===== src/hw/rtl/binary_to_decimal_ascii_assert.svh =====
// Assertion macros for the binary to decimal ASCII converter.
`ifndef BINARY_TO_DECIMAL_ASCII_ASSERT_SVH
`define BINARY_TO_DECIMAL_ASCII_ASSERT_SVH

// Same-cycle implication, checked out of reset
`define BDASC_ASSERT_NOW(label, clk, rst_n, ante, cons) \
	label: assert property (@(posedge clk) disable iff (!(rst_n)) (ante) |-> (cons)) \
		else $error("bdasc assertion failed");

// Next-cycle implication, checked out of reset
`define BDASC_ASSERT_NEXT(label, clk, rst_n, ante, cons) \
	label: assert property (@(posedge clk) disable iff (!(rst_n)) (ante) |=> (cons)) \
		else $error("bdasc assertion failed");

`endif


===== src/hw/rtl/bdasc_pkg.sv =====
// Shared types and constants for the binary to decimal ASCII converter.
`default_nettype none

package bdasc_pkg;

	// One output character
	typedef logic [7:0] char_t;

	// ASCII codes that are emitted
	localparam char_t ASCII_ZERO  = 8'h30;
	localparam char_t ASCII_MINUS = 8'h2D;

	// Configuration port
	localparam int CFG_IDX_W  = 2;
	localparam int CFG_DATA_W = 2;
	typedef logic [CFG_IDX_W-1:0]  cfg_idx_t;
	typedef logic [CFG_DATA_W-1:0] cfg_data_t;

	localparam cfg_idx_t CFG_WIDTH_SELECT = 2'd0;
	localparam cfg_idx_t CFG_SIGNED_MODE  = 2'd1;

	// Operand width codes
	typedef logic [1:0] wsel_t;
	localparam wsel_t WSEL_8  = 2'd0;
	localparam wsel_t WSEL_16 = 2'd1;
	localparam wsel_t WSEL_32 = 2'd2;
	localparam wsel_t WSEL_64 = 2'd3;

	// Double dabble digit correction
	typedef logic [3:0] bcd_digit_t;
	localparam bcd_digit_t BCD_ADJ_LIMIT = 4'd5;
	localparam bcd_digit_t BCD_ADJ       = 4'd3;

endpackage

`default_nettype wire


===== src/hw/rtl/bdasc_dabble_step.sv =====
// One double dabble step: add-3 correction of every BCD digit, then shift in one bit.
`default_nettype none

module bdasc_dabble_step #(
	parameter int NUM_DIGITS = 20
) (
	input  wire logic [4*NUM_DIGITS-1:0] bcd_in,
	input  wire logic                    bin_msb,
	output logic      [4*NUM_DIGITS-1:0] bcd_out
);
	import bdasc_pkg::*;

	logic [4*NUM_DIGITS-1:0] adjusted;

	// Digits of five or more get three added before the shift
	always_comb begin
		for (int i = 0; i < NUM_DIGITS; i++) begin
			if (bcd_in[4*i +: 4] >= BCD_ADJ_LIMIT) begin
				adjusted[4*i +: 4] = bcd_in[4*i +: 4] + BCD_ADJ;
			end else begin
				adjusted[4*i +: 4] = bcd_in[4*i +: 4];
			end
		end
	end

	assign bcd_out = {adjusted[4*NUM_DIGITS-2:0], bin_msb};

endmodule

`default_nettype wire


===== src/hw/rtl/binary_to_decimal_ascii.sv =====
// Binary to decimal ASCII converter: config, sequencer, shared dabble step, char output.
// Per number: accept, then W double dabble steps (W = operand width, 8..MAX_WIDTH),
// then skip leading zeros and send the digits, led by a minus sign if negative.
// Output stalls hold the sequencer in the sign and emit states.
// One number is in work at a time; in_stall is high until its last character is loaded.
// Reset clears the sequencer and output valid; width_select resets to 32 bits, signed_mode to 1.
`default_nettype none

module binary_to_decimal_ascii #(
	parameter int MAX_WIDTH = 64
) (
	input  wire logic                  clk,
	input  wire logic                  arst_n,
	// configuration writes
	input  wire logic                  cfg_we,
	input  wire bdasc_pkg::cfg_idx_t   cfg_index,
	input  wire bdasc_pkg::cfg_data_t  cfg_wdata,
	// input requests
	input  wire logic                  in_valid,
	output logic                       in_stall,
	input  wire logic [63:0]           value,
	// output requests
	output logic                       out_valid,
	input  wire logic                  out_stall,
	output bdasc_pkg::char_t           char_code,
	output logic                       last_char
);
	import bdasc_pkg::*;

	localparam int NUM_DIGITS = (MAX_WIDTH * 30103) / 100000 + 1;
	localparam int CNT_W      = $clog2(MAX_WIDTH + 1);
	localparam int DIG_W      = $clog2(NUM_DIGITS + 1);
	localparam logic [6:0] MAX_W7 = 7'(MAX_WIDTH);

	localparam logic [2:0] ST_IDLE = 3'd0;
	localparam logic [2:0] ST_CONV = 3'd1;
	localparam logic [2:0] ST_SKIP = 3'd2;
	localparam logic [2:0] ST_SIGN = 3'd3;
	localparam logic [2:0] ST_EMIT = 3'd4;

	logic [2:0]              state_q;
	logic [CNT_W-1:0]        cnt_q;
	logic [MAX_WIDTH-1:0]    bin_q;
	logic [4*NUM_DIGITS-1:0] bcd_q;
	logic [4*NUM_DIGITS-1:0] bcd_step;
	logic                    neg_q;
	logic [DIG_W-1:0]        dig_left_q;
	wsel_t                   width_select_q;
	logic                    signed_mode_q;
	logic                    out_valid_q;
	char_t                   char_q;
	logic                    last_q;

	logic [6:0]              w_full;
	logic [CNT_W-1:0]        op_w;
	logic [CNT_W-1:0]        align_sh;
	logic [MAX_WIDTH-1:0]    x_al;
	logic                    in_neg;
	logic                    in_fire;
	logic                    slot_free;
	bcd_digit_t              top_digit;
	logic                    load_char;
	char_t                   next_char;
	logic                    next_last;

	// Configuration registers
	always_ff @(posedge clk or negedge arst_n) begin
		if (!arst_n) begin
			width_select_q <= WSEL_32;
			signed_mode_q  <= 1'b1;
		end else if (cfg_we) begin
			unique case (cfg_index)
				CFG_WIDTH_SELECT: width_select_q <= cfg_wdata[1:0];
				CFG_SIGNED_MODE:  signed_mode_q  <= cfg_wdata[0];
				default: ;
			endcase
		end
	end

	// Operand width, capped at MAX_WIDTH
	always_comb begin
		unique case (width_select_q)
			WSEL_8:  w_full = 7'd8;
			WSEL_16: w_full = 7'd16;
			WSEL_32: w_full = 7'd32;
			WSEL_64: w_full = 7'd64;
			default: w_full = 7'd32;
		endcase
	end

	assign op_w     = (w_full > MAX_W7) ? CNT_W'(MAX_WIDTH) : CNT_W'(w_full);
	assign align_sh = CNT_W'(MAX_WIDTH) - op_w;

	// Left-align the operand so its sign bit is the top bit; negation commutes with it
	assign x_al   = value[MAX_WIDTH-1:0] << align_sh;
	assign in_neg = signed_mode_q & x_al[MAX_WIDTH-1];

	assign in_stall = (state_q != ST_IDLE);
	assign in_fire  = in_valid & ~in_stall;

	// Shared add-3 and shift unit
	bdasc_dabble_step #(
		.NUM_DIGITS(NUM_DIGITS)
	) u_step (
		.bcd_in (bcd_q),
		.bin_msb(bin_q[MAX_WIDTH-1]),
		.bcd_out(bcd_step)
	);

	assign top_digit = bcd_q[4*NUM_DIGITS-1 -: 4];
	assign slot_free = ~out_valid_q | ~out_stall;

	// Character to load into the output register
	always_comb begin
		load_char = 1'b0;
		next_char = ASCII_ZERO + char_t'(top_digit);
		next_last = (dig_left_q == DIG_W'(1));
		if (state_q == ST_SIGN) begin
			load_char = slot_free;
			next_char = ASCII_MINUS;
			next_last = 1'b0;
		end else if (state_q == ST_EMIT) begin
			load_char = slot_free;
		end
	end

	// Sequencer: load, convert, skip leading zeros, minus sign if negative, emit
	always_ff @(posedge clk or negedge arst_n) begin
		if (!arst_n) begin
			state_q    <= ST_IDLE;
			cnt_q      <= '0;
			dig_left_q <= '0;
			neg_q      <= 1'b0;
		end else begin
			unique case (state_q)
				ST_IDLE: begin
					if (in_fire) begin
						state_q    <= ST_CONV;
						cnt_q      <= op_w;
						neg_q      <= in_neg;
						dig_left_q <= DIG_W'(NUM_DIGITS);
					end
				end
				ST_CONV: begin
					cnt_q <= cnt_q - 1'b1;
					if (cnt_q == CNT_W'(1)) begin
						state_q <= ST_SKIP;
					end
				end
				ST_SKIP: begin
					if (top_digit == '0 && dig_left_q > DIG_W'(1)) begin
						dig_left_q <= dig_left_q - 1'b1;
					end else begin
						state_q <= neg_q ? ST_SIGN : ST_EMIT;
					end
				end
				ST_SIGN: begin
					if (slot_free) begin
						state_q <= ST_EMIT;
					end
				end
				ST_EMIT: begin
					if (slot_free) begin
						dig_left_q <= dig_left_q - 1'b1;
						if (dig_left_q == DIG_W'(1)) begin
							state_q <= ST_IDLE;
						end
					end
				end
				default: state_q <= ST_IDLE;
			endcase
		end
	end

	// Datapath: binary and BCD shift registers
	always_ff @(posedge clk) begin
		if (in_fire) begin
			bin_q <= in_neg ? (~x_al + 1'b1) : x_al;
			bcd_q <= '0;
		end else if (state_q == ST_CONV) begin
			bin_q <= bin_q << 1;
			bcd_q <= bcd_step;
		end else if ((state_q == ST_SKIP && top_digit == '0 && dig_left_q > DIG_W'(1)) ||
				(state_q == ST_EMIT && slot_free)) begin
			bcd_q <= bcd_q << 4;
		end
	end

	// Output register valid
	always_ff @(posedge clk or negedge arst_n) begin
		if (!arst_n) begin
			out_valid_q <= 1'b0;
		end else if (load_char) begin
			out_valid_q <= 1'b1;
		end else if (!out_stall) begin
			out_valid_q <= 1'b0;
		end
	end

	// Output register payload
	always_ff @(posedge clk) begin
		if (load_char) begin
			char_q <= next_char;
			last_q <= next_last;
		end
	end

	assign out_valid = out_valid_q;
	assign char_code = char_q;
	assign last_char = last_q;

	`include "binary_to_decimal_ascii_assert.svh"

	// An accepted number always starts a conversion
	`BDASC_ASSERT_NEXT(a_load_to_conv, clk, arst_n, in_fire, state_q == ST_CONV)
	// The iteration count never runs out while converting
	`BDASC_ASSERT_NOW(a_conv_cnt, clk, arst_n, state_q == ST_CONV, cnt_q != '0)
	// A minus sign never closes a number
	`BDASC_ASSERT_NOW(a_minus_not_last, clk, arst_n, out_valid_q && char_q == ASCII_MINUS, !last_q)

endmodule

`default_nettype wire


===== config.mk =====
export PLATFORM = sky130hd
export DESIGN_NAME = binary_to_decimal_ascii
export DESIGN_NICKNAME = d
export VERILOG_FILES = /design/src/hw/rtl/bdasc_pkg.sv /design/src/hw/rtl/bdasc_dabble_step.sv /design/src/hw/rtl/binary_to_decimal_ascii.sv
export VERILOG_INCLUDE_DIRS = /design/src /design/src/hw/rtl
export SDC_FILE = /design/constraint.sdc
export NUM_CORES = 1
export LEC_CHECK = 0
export BUFFER_PORTS_ARGS = -buffer_cell sky130_fd_sc_hd__buf_4
export CAP_MARGIN = 20
export CORE_ASPECT_RATIO = 0.8
export CORE_MARGIN = 2
export CORE_UTILIZATION = 25
export DETAILED_ROUTE_END_ITERATION = 16
export GPL_TIMING_DRIVEN = 0
export SLEW_MARGIN = 20
export SYNTH_ARGS = -nofsm -noshare
export SYNTH_HDL_FRONTEND = slang
export SYNTH_SLANG_ARGS = --single-unit

===== constraint.sdc =====
create_clock -name clk -period 10.1 [get_ports clk]
set_input_delay 2.02 -clock clk [delete_from_list [all_inputs] [get_ports clk]]
set_output_delay 2.02 -clock clk [all_outputs]
set_load 0.02 [all_outputs]

* Yosys cells after proc, flatten, opt, wreduce, memory -nomap -nowiden
Index checks and enable logic that the tools add are counted.
** Cells by class
- Shift operators :: 1
- Multipliers :: 0
- Multiplexer cells :: 45
- Eq/ne operators :: 18
- Add/subtract/negate cells :: 25
- Reduce and logical (&&, ||, !) cells :: 20
- Bitwise operators :: 7
- Magnitude comparators :: 22
- Div/mod/pow operators :: 0
** Operator list (count)
- $mux 64 :: 3
- $mux 80 :: 2
- $ge 4x3->1 const B :: 20
- $add 4x2->4 const B :: 19
- $mux 4 :: 19
- $add 64x1->64 const B :: 1
- $not 64->64 :: 1
- $shl 64x7->64 :: 1
- $pmux 7 s4 :: 1
- $mux 3 :: 8
- $mux 5 :: 3
- $pmux 3 s5 :: 1
- $pmux 5 s3 :: 1
- $mux 7 :: 2
- $ne 2x2->1 const B :: 7
- $pmux 7 s2 :: 1
- $reduce_and 2->1 :: 4
- $add 6x4->7 const A :: 1
- $eq 7x1->1 const B :: 1
- $gt 7x7->1 const B :: 1
- $sub 7x1->7 const B :: 1
- $sub 7x7->7 const A :: 1
- $eq 3x2->1 const B :: 2
- $reduce_and 6->1 :: 1
- 21 further kinds :: 36
** Word-level totals
- Bits in writable memories :: 0
- Bits of input ports :: 73
- Bits in latches :: 0
- Register bits after elaboration :: 173
- Bits in read-only memories :: 0
- Word-level logic and storage cells :: 149
- Output and inout port bits :: 11
- Memories kept :: 0

* Longest topological paths before layout
Gate-level depths: netlist of run 1.
- Word-level depth :: 10
- Gate-level depth with buffers :: 12
- Depth with buffers taken out :: 9

* Modules after synthesis
A second synthesis of run 1 with hierarchy kept.
** Unflattened totals
- Cell total of the unflattened synthesis :: 1422
- Area total of the unflattened synthesis :: 11945.2 um2
** By module, submodules not included
- binary_to_decimal_ascii :: cells each 1105, instances 1, area an instance 9930.8 um2, sequential area each 4206.5 um2
- bdasc_dabble_step :: cells each 317, instances 1, area an instance 2014.4 um2, sequential area each 0.0 um2

* Least setup slack after synthesis of run 1
No wires, ideal clock.
- Path kind :: in2reg
- Start point :: input in_valid
- End point :: register cnt_q[5]
- Required time :: 10.019 ns
- Cell stages on the path :: 6
- Path buffers :: 1
- Setup time :: 0.081 ns
- Path slack :: 5.606 ns
- Arrival time :: 4.413 ns
- Cells stage by stage :: inv_1 > or2_2 > clkbuf_1 > nand2_1 > o21ai_0 > a21oi_1
** Between the ends
- Cells in the longest elaborated chain, start to end :: 3
** Ends and longest elaborated chain
- start: declaration :: RTL line binary_to_decimal_ascii.sv:19 : input wire logic in_valid,
- $and 1x1->1 :: RTL line binary_to_decimal_ascii.sv:99 : assign in_fire = in_valid & ~in_stall;
- $ne 2x2->1 (no line)
- $reduce_and 2->1 (no line)
- end signal: assignment :: RTL line binary_to_decimal_ascii.sv:139 : cnt_q <= op_w;
- end signal: assignment :: RTL line binary_to_decimal_ascii.sv:145 : cnt_q <= cnt_q - 1'b1;
- end: declaration :: RTL line binary_to_decimal_ascii.sv:42 : logic [CNT_W-1:0] cnt_q;
Every way passes these cells.
A chain may end at the register's enable or synchronous reset.

* Final worst setup path of run 1
- Start point :: input value[7]
- End point :: register bin_q[30], data pin
** Between the ends
- Cells in the longest elaborated chain, start to end :: 5
- Elaborated cells on any way between the ends :: 6
- Those cells by class :: add/sub: 1; shift: 1; mux: 2; bitwise: 2
** Ends and longest elaborated chain
- start: declaration :: RTL line binary_to_decimal_ascii.sv:21 : input wire logic [63:0] value,
- $shl 64x7->64 (*) :: RTL line binary_to_decimal_ascii.sv:95 : assign x_al = value[MAX_WIDTH-1:0] << align_sh;
- $not 64->64 :: RTL line binary_to_decimal_ascii.sv:178 : bin_q <= in_neg ? (~x_al + 1'b1) : x_al;
- $add 64x1->64 :: RTL line binary_to_decimal_ascii.sv:178
- $mux 64 (*) :: RTL line binary_to_decimal_ascii.sv:178
- $mux 64 (*) :: RTL line binary_to_decimal_ascii.sv:177 : if (in_fire) begin
- end signal: assignment :: RTL line binary_to_decimal_ascii.sv:178
- end signal: assignment :: RTL line binary_to_decimal_ascii.sv:181 : bin_q <= bin_q << 1;
- end: declaration :: RTL line binary_to_decimal_ascii.sv:43 : logic [MAX_WIDTH-1:0] bin_q;
Every way passes the cells marked *; elsewhere a longest branch is shown, timed or not.

==> results of run 1 <==
[cells in the final DEF (no fill, tap or decap), types with 17 or more instances in the layout]
cell type / instances
o21ai_0: 142
a211oi_1: 79
clkbuf_1: 71
o31ai_1: 29
nand3_1: 27
xnor2_1: 43
a2bb2oi_1: 18
nand2b_1: 44
a21oi_1: 103
buf_4: 79
ha_1: 46
edfxtp_1: 70
inv_1: 51
dfrtp_1: 18
nor2_1: 155
xor2_1: 30
dfxtp_1: 80
mux2i_1: 27
nand2_1: 158
clkbuf_16: 17
nor3_1: 34
o211ai_1: 22
[metal layers]
layer | track usage (%) | vias up | share of wire, %
met3 | 3.47 | 56 | 8.1
li1 | - | 5324 | -
met5 | 0 | - | 0
met4 | 5.29 | 0 | 1.9
met1 | 24.4 | 5609 | 49
met2 | 23.1 | 456 | 41
[state kept, by name, summed over array words and instances (netlist names)]
| name | flops |
|---|---|
| out_valid | 1 |
| last_char | 1 |
| state_q | 3 |
| bcd_q | 80 |
| cnt_q | 7 |
| neg_q | 1 |
| signed_mode_q | 1 |
| dig_left_q | 5 |
| char_code | 5 |
| width_select_q | 2 |
| bin_q | 64 |
[synth_stat cells, types with 5 or more instances]
cell / number
nand2b_1: 44
nor4_1: 10
and2_1: 5
xor2_1: 30
a21oi_1: 103
edfxtp_1: 70
a31oi_1: 12
nor3_1: 34
nor2_1: 155
mux2i_1: 27
nand3_1: 27
a211oi_1: 79
dfxtp_1: 80
a21o_1: 5
dfrtp_1: 18
mux2_2: 5
o21ai_1: 9
or2_2: 5
ha_1: 46
buf_1: 5
clkbuf_1: 70
inv_1: 51
a2bb2oi_1: 18
mux4_2: 8
buf_2: 12
xnor2_1: 43
o41ai_2: 5
o31ai_1: 29
o21ai_0: 142
o2bb2ai_1: 7
nand2_1: 159
o211ai_1: 22
[cell type report]
class / instances / area [um^2]
Timing Repair Buffer: 77 / 591
Multi-Input combinational cell: 1104 / 6950
Buffer: 94 / 409
Clock inverter: 12 / 148
Tap cell: 620 / 776
Fill cell: 5041 / 33000
Sequential cell: 170 / 4210
Inverter: 51 / 191
Clock buffer: 20 / 457
[logic make-up after synthesis]
kind of cell / Yosys count / share of synthesized area, %
compound gates: 471 / 25.6
xor+xnor: 73 / 5.44
fa+ha+maj: 46 / 4.90
buf+inv: 145 / 5.11
flops: 170 / 35.8
mux: 41 / 4.44
other cells: 2 / 0.0639
simple gates: 470 / 18.6
[final timing paths]
check,start,depth (start not counted),end,slack [ps]
min in group asynchronous,arst_n,1,out_valid,1450
setup reg to reg,width_select_q[1],12,bin_q[60],6200
hold / removal,bin_q[55],2,bin_q[56],520
max in group asynchronous,arst_n,1,signed_mode_q,8350
hold reg to reg,bin_q[55],2,bin_q[56],520
setup / recovery,value[7],9,bin_q[30],5440
[report_power, final]
part,switching [uW],internal (uW),total (uW),leakage [uW]
logic,1640,886,2530,0.00314
clock network,307,385,693,0.000301
registers,281,1160,1440,0.00159
[per-stage QoR]
stage	util [%]	cell area [um^2]
finish	29.4	13700
global route	29.4	13700
CTS	29.4	13700
detailed placement	28.1	13100
global placement	28.0	13100
floorplan	-	11800
[worst max-delay path: stages]
cell,delay (ps)
buf_4,90
clkbuf_1,490
mux4_2,420
and2_1,250
clkbuf_1,500
clkbuf_1,520
o311ai_0,250
o211ai_1,150
a31oi_1,110
==> results.py, run 1 <==
metrics = {
    "routing": {
        "viasPerCell": 5.33,
        "vias": 11400,
        "avgRoutedWirePerCell_um": 18.5,
        "firstDrtPassIters": 6,
        "drcViolationCount": 0,
        "ant_nets": 0,
        "wl_mm": 39.7,
        "drtIter0Drc": 1310,
    },
    "floorplanning": {
        "die_area_um2": 48700,
        "die_w_um": 246,
        "initial_core_util_pct": 25.1,
        "dieHeight_um": 198,
        "io_pins": 84,
        "fp-row-count": 71,
        "core_um2": 46700,
    },
    "sta": {
        "hold_viol": 0,
        "setup_ws_ps": 5440,
        "finalSetupTns_ps": 0,
        "min_period_ps": 4660,
        "holdWs_ps": 519,
        "rsz0062_at_grt": "false",
        "max_freq_ghz": 0.215,
        "min_period_over_period_pct": 46.1,
        "worstMarginPinSlew_ps": 920,
        "finalClockSkew_ps": 15.9,
        "slew_violations": 0,
        "relSlewSlack_pct": 38.7,
        "setup_viol": 0,
    },
    "global_route": {
        "grt_pass1_wl_mm": 62.5,
        "grt_max_degree": 36,
        "grt_pass1_vias": 11000,
        "antenna_found_initial": 0,
        "grt_overflow": 0,
        "grt_use_total_pct": 16.4,
    },
    "placement": {
        "gp_congestion": 0.999,
        "dp_cells": 2116,
        "pre_cts_ws_ps": 5140,
        "hpwl_mm": 29.2,
        "port_buffers": 76,
    },
    "layout": {
        "drive_gt1_share_pct": 11.3,
        "nNetsFinal": 1634,
        "areaGrowthSynthToFinish_pct": 16.9,
        "fin_cells": 2148,
        "num_antenna_cells": 0,
    },
    "synthesis": {
        "synth_seq_cells": 170,
        "synthesis.area_per_instance_um2": 8.28,
        "netlist_area_um2": 11700,
        "yosysSeqAreaShare_pct": 35.8,
        "yosysWarnings": 0,
        "yosysTopAreaCellShare_pct": 17.9,
        "synth_area_leaders": "edfxtp_1 18%, dfxtp_1 14%, o21ai_0 6.1%",
        "synth_edf_count": 70,
        "async_flop_share_pct": 11.8,
        "synthFlopType": "dfxtp_1",
        "netlist_instances": 1418,
        "synth_top_area_cell": "edfxtp_1",
        "ys_types": 77,
    },
    "setup_path": {
        "critPathKind": "input port to register",
        "cp.required_ps": 10240,
        "critPathMaxFanout": 10,
        "start_kind": "input port",
        "endpoint_kind": "register",
        "cp_data_arrival_time_ps": 4800,
    },
    "power": {
        "ir_drop_v": 0.000171,
        "power_leakage_uw": 0.00502,
        "total_power_uw": 4670,
        "powerDensity_nw_per_um2": 340,
    },
    "clock_network": {
        "post_cts_resized": 0,
        "cts_buffers": 17,
        "clk_latency_ps": 450,
        "cts_tree": "done",
        "cts_setup_buffers": 0,
        "cts-root-buf": "clkbuf_16",
        "clock_path_buffers": 2,
        "holdBufCountCts": 0,
        "clk_pin_slew_ps": 70,
        "cts_sinks": 170,
        "htreeDepth": 4,
    },
    "hold_path": {
        "worstHoldPathType": "register to register",
    },
    "run": {
        "cap_viol_max_count": 0,
    },
    "run_status": {
        "run_status": "completed",
    },
}
Note: power is estimated with default switching activity, not from simulation.
==> run 2: changes to the inputs <==
==> constraint.sdc (replaced) <==
create_clock -name clk -period 4 [get_ports clk]
set_input_delay 0.8 -clock clk [delete_from_list [all_inputs] [get_ports clk]]
set_output_delay 0.8 -clock clk [all_outputs]
set_load 0.02 [all_outputs]
==> results.py, run 2 (synthesis results as in run 1) <==
metrics = {
    "run_status": {
        "run_status": "completed",
    },
    "setup_path": {
        "cp-startpoint": "width_select_q[1]",
        "rr_endpoint": "bin_q[16]",
        "start_kind": "register",
        "cp_data_arrival_time_ps": 4000,
        "path_common_cell": "nand2_1",
        "slowest_delay_ps": 510,
        "path_cells": "buf_2 -> and2_1 -> clkbuf_1 -> clkbuf_2 -> nand2_1 -> ha_1 -> o211ai_2 -> nor3_4 -> nand2b_1 -> nand2_1 -> a221o_1 -> o21ai_0",
        "critPathKind": "register to register",
        "ff2ff_setup_slack_ps": 280,
        "cp.required_ps": 4280,
        "cp-endpoint": "bin_q[16]",
        "rr_worst_depth": 12,
        "critPathMaxFanout": 10,
        "slowest_stage": "dfstp_2",
        "r2r_start": "width_select_q[1]",
        "endpoint_kind": "register",
    },
    "floorplanning": {
        "initial_core_util_pct": 25.1,
        "die_w_um": 246,
        "die_area_um2": 48700,
        "io_pins": 84,
        "fp-row-count": 71,
        "dieHeight_um": 198,
        "core_um2": 46700,
    },
    "global_route": {
        "grt_pass1_wl_mm": 62.5,
        "antenna_found_initial": 0,
        "grt_overflow": 0,
        "grt_use_total_pct": 16.4,
        "grt_pass1_vias": 11000,
        "grt_max_degree": 36,
    },
    "clock_network": {
        "post_cts_resized": 0,
        "clk_pin_slew_ps": 70,
        "cts_tree": "done",
        "holdBufCountCts": 0,
        "cts_sinks": 170,
        "clk_latency_ps": 450,
        "cts-root-buf": "clkbuf_16",
        "htreeDepth": 4,
        "cts_buffers": 17,
        "cts_setup_buffers": 0,
        "clock_path_buffers": 2,
    },
    "layout": {
        "regMostFlops": "bcd_q",
        "layout_commonest_cell": "nand2_1",
        "drive_gt1_share_pct": 11.4,
        "fin_cells": 2148,
        "nNetsFinal": 1634,
        "final_cell_mix": "158 x nand2_1, 155 x nor2_1, 142 x o21ai_0",
        "num_antenna_cells": 0,
        "top_regs": "bcd_q: 80 flops, bin_q: 64 flops, cnt_q: 7 flops",
        "largest_reg_flops": 80,
        "n_fill_cell": 5042,
        "areaGrowthSynthToFinish_pct": 17.0,
        "fin_util_pct": 29.4,
    },
    "sta": {
        "worstMarginPinSlew_ps": 932,
        "slew_violations": 0,
        "rsz0062_at_grt": "false",
        "relSlewSlack_pct": 37.9,
        "finalClockSkew_ps": 14.7,
        "min_period_ps": 3720,
        "max_freq_ghz": 0.269,
        "holdWs_ps": 232,
        "min_period_over_period_pct": 92.9,
        "setup_viol": 0,
        "hold_viol": 0,
    },
    "placement": {
        "dp_cells": 2116,
        "hpwl_mm": 29.2,
        "port_buffers": 76,
        "gp_congestion": 0.999,
    },
    "routing": {
        "vias": 11500,
        "avgRoutedWirePerCell_um": 18.5,
        "firstDrtPassIters": 6,
        "drcViolationCount": 0,
        "viasPerCell": 5.33,
        "wl_mm": 39.6,
        "ant_nets": 0,
        "drtIter0Drc": 1199,
    },
    "power": {
        "ir_drop_v": 0.000433,
        "total_power_uw": 11800,
        "power_leakage_uw": 0.00503,
        "powerDensity_nw_per_um2": 858,
    },
    "hold_path": {
        "worstHoldPathType": "input port to async pin",
    },
    "run": {
        "cap_viol_max_count": 0,
    },
}
## run 2: changes by cell type in the layout (fill, tap and decap cells not counted)
cell,previous run,this run
clkbuf_2,0,1
clkbuf_1,71,70
nor4b_4,0,1
nor4b_2,2,1
## run 2: critical path: cells and delay by family, from the launching register on
family          cells  cell delay, ps
simple gates        5             910
flops               1             510
buf+inv             3            1030
compound gates      3             850
fa+ha+maj           1             260
## run 2: power breakdown
part | internal [uW] | leakage, uW | switching, uW | total, uW
Clock | 973 | 0.000301 | 774 | 1750
Sequential | 2940 | 0.00159 | 707 | 3640
Combinational | 2240 | 0.00315 | 4150 | 6390
Total | 6150 | 0.00503 | 5630 | 11800
## run 2: metal layers
layer	up-vias	GRT usage, %	wire, um
met5	-	0	0
met4	0	5.29	782
met3	66	3.47	3490
met2	506	23.1	16200
met1	5546	24.4	19200
li1	5339	-	-
## run 2: per-stage QoR
step	TNS (ps)	area, um^2	setup slack (ps)
2_1_floorplan	0	11800	630
3_3_place_gp	-26410	13100	-459
3_5_place_dp	0	13100	223
4_1_cts	0	13700	189
5_1_grt	0	13700	42.8
6_report	0	13700	283
## run 2: layout make-up
class,count,area (um^2),share of cell area (%)
Timing Repair Buffer,77,591,4.30
Buffer,94,410,2.99
Multi-Input combinational cell,1104,6960,50.7
Sequential cell,170,4210,30.6
Tap cell,620,776,5.65
Clock inverter,12,148,1.07
Clock buffer,20,457,3.32
Inverter,51,191,1.39
## run 2: worst min path at each step
stage	start	endpoint	slack [ps]	cells past startpoint
floorplan	bin_q[63]	bcd_q[0]	470	2
global route	arst_n	out_valid	230	1
CTS	arst_n	out_valid	220	1
detailed placement	bin_q[63]	bcd_q[0]	500	2
global placement	bin_q[63]	bcd_q[0]	500	2
finish	arst_n	out_valid	230	1
==> run 3: changes to the inputs <==
--- a/config.mk
+++ b/config.mk
@@ -10,10 +10,11 @@
 export CAP_MARGIN = 20
 export CORE_ASPECT_RATIO = 0.8
 export CORE_MARGIN = 2
-export CORE_UTILIZATION = 25
+export CORE_UTILIZATION = 41
 export DETAILED_ROUTE_END_ITERATION = 16
 export GPL_TIMING_DRIVEN = 0
 export SLEW_MARGIN = 20
 export SYNTH_ARGS = -nofsm -noshare
 export SYNTH_HDL_FRONTEND = slang
+export SYNTH_HIERARCHICAL = 1
 export SYNTH_SLANG_ARGS = --single-unit
==> results.py, run 3 <==
metrics = {
    "run_status": {
        "run_status": "completed",
    },
    "global_route": {
        "grt_pass1_wl_mm": 56.4,
        "grt_max_degree": 42,
        "grt_use_total_pct": 23.6,
        "antenna_found_initial": 0,
        "grt_pass1_vias": 10100,
        "grt_overflow": 0,
    },
    "setup_path": {
        "ff2ff_setup_slack_ps": 170,
        "path_common_cell": "clkbuf_1",
        "cp_data_arrival_time_ps": 4010,
        "rr_endpoint": "bin_q[17]",
        "slowest_delay_ps": 630,
        "crit_family": "buffers and inverters",
        "cp-endpoint": "bin_q[17]",
        "endpoint_kind": "register",
        "cp.depth": 9,
        "cp-startpoint": "width_select_q[1]",
        "rr_worst_depth": 9,
        "critPathKind": "register to register",
        "critPathMaxFanout": 10,
        "path_buf_inv": 4,
        "slowest_stage": "clkbuf_1",
        "path_cells": "clkbuf_1 -> clkbuf_1 -> mux4_2 -> and2_1 -> clkbuf_1 -> clkbuf_1 -> o41ai_1 -> xor2_1 -> o21ai_0",
        "r2r_start": "width_select_q[1]",
        "start_kind": "register",
        "cp.required_ps": 4180,
    },
    "placement": {
        "hpwl_mm": 25.9,
        "port_buffers": 77,
        "gp_congestion": 1.01,
        "dp_cells": 1871,
    },
    "sta": {
        "setup_viol": 0,
        "max_freq_ghz": 0.261,
        "worstMarginPinSlew_ps": 951,
        "holdWs_ps": 237,
        "slew_violations": 0,
        "min_period_over_period_pct": 95.8,
        "rsz0062_at_grt": "false",
        "hold_viol": 0,
        "finalSetupTns_ps": 0,
        "relSlewSlack_pct": 36.1,
        "min_period_ps": 3830,
        "finalClockSkew_ps": 14.7,
    },
    "synthesis": {
        "synth_most_common_cell": "nand2_1",
        "synthSimpleGateAreaFrac_pct": 19.6,
        "synth_edf_count": 70,
        "synth_area_leaders": "edfxtp_1 18%, dfxtp_1 13%, mux2i_1 10%",
        "synth-compound-area-share_pct": 18.8,
        "synth_mux_area_share_pct": 12.3,
        "synth_seq_cells": 170,
        "synthesis.area_per_instance_um2": 8.40,
        "yosysTopAreaCellShare_pct": 17.6,
        "async_flop_share_pct": 11.8,
        "synth_top_family_by_area": "simple AND/OR/NAND/NOR gates",
        "ys_types": 69,
        "netlist_area_um2": 11900,
        "netlist_instances": 1422,
        "yosys-top-cells-count": "198 x nand2_1, 171 x nor2_1, 121 x mux2i_1, 105 x o21ai_0, 81 x a211oi_1",
        "synth_fa_ha_area_share_pct": 4.71,
        "synth_top_area_cell": "edfxtp_1",
        "synthFlopType": "dfxtp_1",
        "yosysSeqAreaShare_pct": 35.2,
        "yosysWarnings": 6,
        "synth_xor_area_share_pct": 4.62,
    },
    "routing": {
        "vias": 10900,
        "viasPerCell": 5.72,
        "firstDrtPassIters": 5,
        "drcViolationCount": 0,
        "ant_nets": 0,
        "wl_mm": 35.2,
        "drtIter0Drc": 1010,
        "avgRoutedWirePerCell_um": 18.5,
    },
    "clock_network": {
        "cts-root-buf": "clkbuf_16",
        "clock_path_buffers": 2,
        "clk_latency_ps": 450,
        "cts_buffers": 17,
        "cts_tree": "done",
        "cts_sinks": 170,
        "clk_pin_slew_ps": 70,
        "htreeDepth": 4,
    },
    "floorplanning": {
        "die_area_um2": 30500,
        "fp-row-count": 55,
        "core_um2": 28500,
        "dieHeight_um": 157,
        "die_w_um": 195,
        "io_pins": 84,
        "initial_core_util_pct": 41.9,
    },
    "power": {
        "total_power_uw": 11000,
        "ir_drop_v": 0.000311,
        "power_leakage_uw": 0.00576,
        "powerDensity_nw_per_um2": 804,
    },
    "layout": {
        "layout_commonest_cell": "nand2_1",
        "top_regs": "bcd_q: 80 flops, bin_q: 64 flops, cnt_q: 7 flops",
        "drive_gt1_share_pct": 11.6,
        "largest_reg_flops": 80,
        "regMostFlops": "bcd_q",
        "num_antenna_cells": 0,
        "nNetsFinal": 1642,
        "areaGrowthSynthToFinish_pct": 14.0,
        "final_cell_mix": "198 x nand2_1, 171 x nor2_1, 121 x mux2i_1",
        "fin_cells": 1907,
        "n_fill_cell": 2784,
    },
    "run": {
        "cap_viol_max_count": 0,
    },
    "hold_path": {
        "worstHoldPathType": "input port to async pin",
    },
}
[run 3: cell count changes in the layout (fill, tap and decap cells not counted), moves of 17 or more]
cell	previous run	this run
mux2i_1	27	121
nand2_1	158	198
o21ai_0	142	105
a21oi_1	103	37
a2bb2oi_1	18	1
a21oi_2	0	20
[run 3: worst register-to-register path, cell delays in order (launching register included)]
cell      delay (ps)
dfstp_2          530
clkbuf_1         340
clkbuf_1         470
mux4_2           380
and2_1           160
clkbuf_1         510
clkbuf_1         640
o41ai_1          240
xor2_1           220
o21ai_0           90
[run 3: where the power goes]
group | switching [uW] | total [uW] | internal, uW
combinational | 3340 | 5630 | 2300
sequential | 779 | 3720 | 2940
clock | 789 | 1600 | 810
[run 3: how the worst min path moves through the flow]
stage / start / endpoint / slack [ps] / cells past startpoint
after detailed placement: bin_q[1] / bin_q[2] / 510 / 2
after global routing: arst_n / out_valid / 250 / 1
final: arst_n / out_valid / 240 / 1
after floorplan: bcd_q[1] / bcd_q[1] / 470 / 2
after CTS: arst_n / out_valid / 230 / 1
after global placement: bin_q[50] / bin_q[51] / 500 / 2
[run 3: kinds of logic after synthesis]
| family | after synthesis |
|---|---|
| flip-flops | 170 |
| AND/OR/NAND/NOR | 521 |
| other | 2 |
| XOR/XNOR | 63 |
| buffers and inverters | 142 |
| adder cells (fa/ha/maj) | 45 |
| AO/OA/AOI/OAI | 343 |
| multiplexers | 136 |
[run 3: final cells by class]
class	instances	area, um^2	share of cell area [%]
sequential	170	4210	30.9
clock buffer	18	429	3.15
buffer	89	364	2.67
multi-input combinational	1111	7210	52.9
clock inverter	14	113	0.827
timing repair buffer	83	636	4.67
inverter	52	198	1.45
tap	370	463	3.40
[run 3: stage by stage]
| stage | util (%) | worst slack (ps) | instance area, um^2 |
|---|---|---|---|
| after floorplan | - | 430 | 11900 |
| after global placement | 45.6 | -1030 | 13000 |
| after detailed placement | 45.7 | -921 | 13000 |
| after CTS | 47.8 | 114 | 13600 |
| after global routing | 47.8 | 25.5 | 13600 |
| final | 47.8 | 168 | 13600 |
[run 3: metal layers]
metal / part of all wire, % / track usage [%] / up-vias
li1: - / - / 5281
met3: 8.3 / 6.29 / 55
met2: 39 / 32.1 / 416
met5: 0 / 0 / -
met4: 2.0 / 6.58 / 0
met1: 50 / 35.9 / 5154
[run 3: what timing repair did]
item	CTS	global route
pin swaps	3	0
setup buffers	5	0
hold buffers	0	0
gates resized for setup	4	9
endpoints found under the setup margin	22	22
gates cloned	0	0
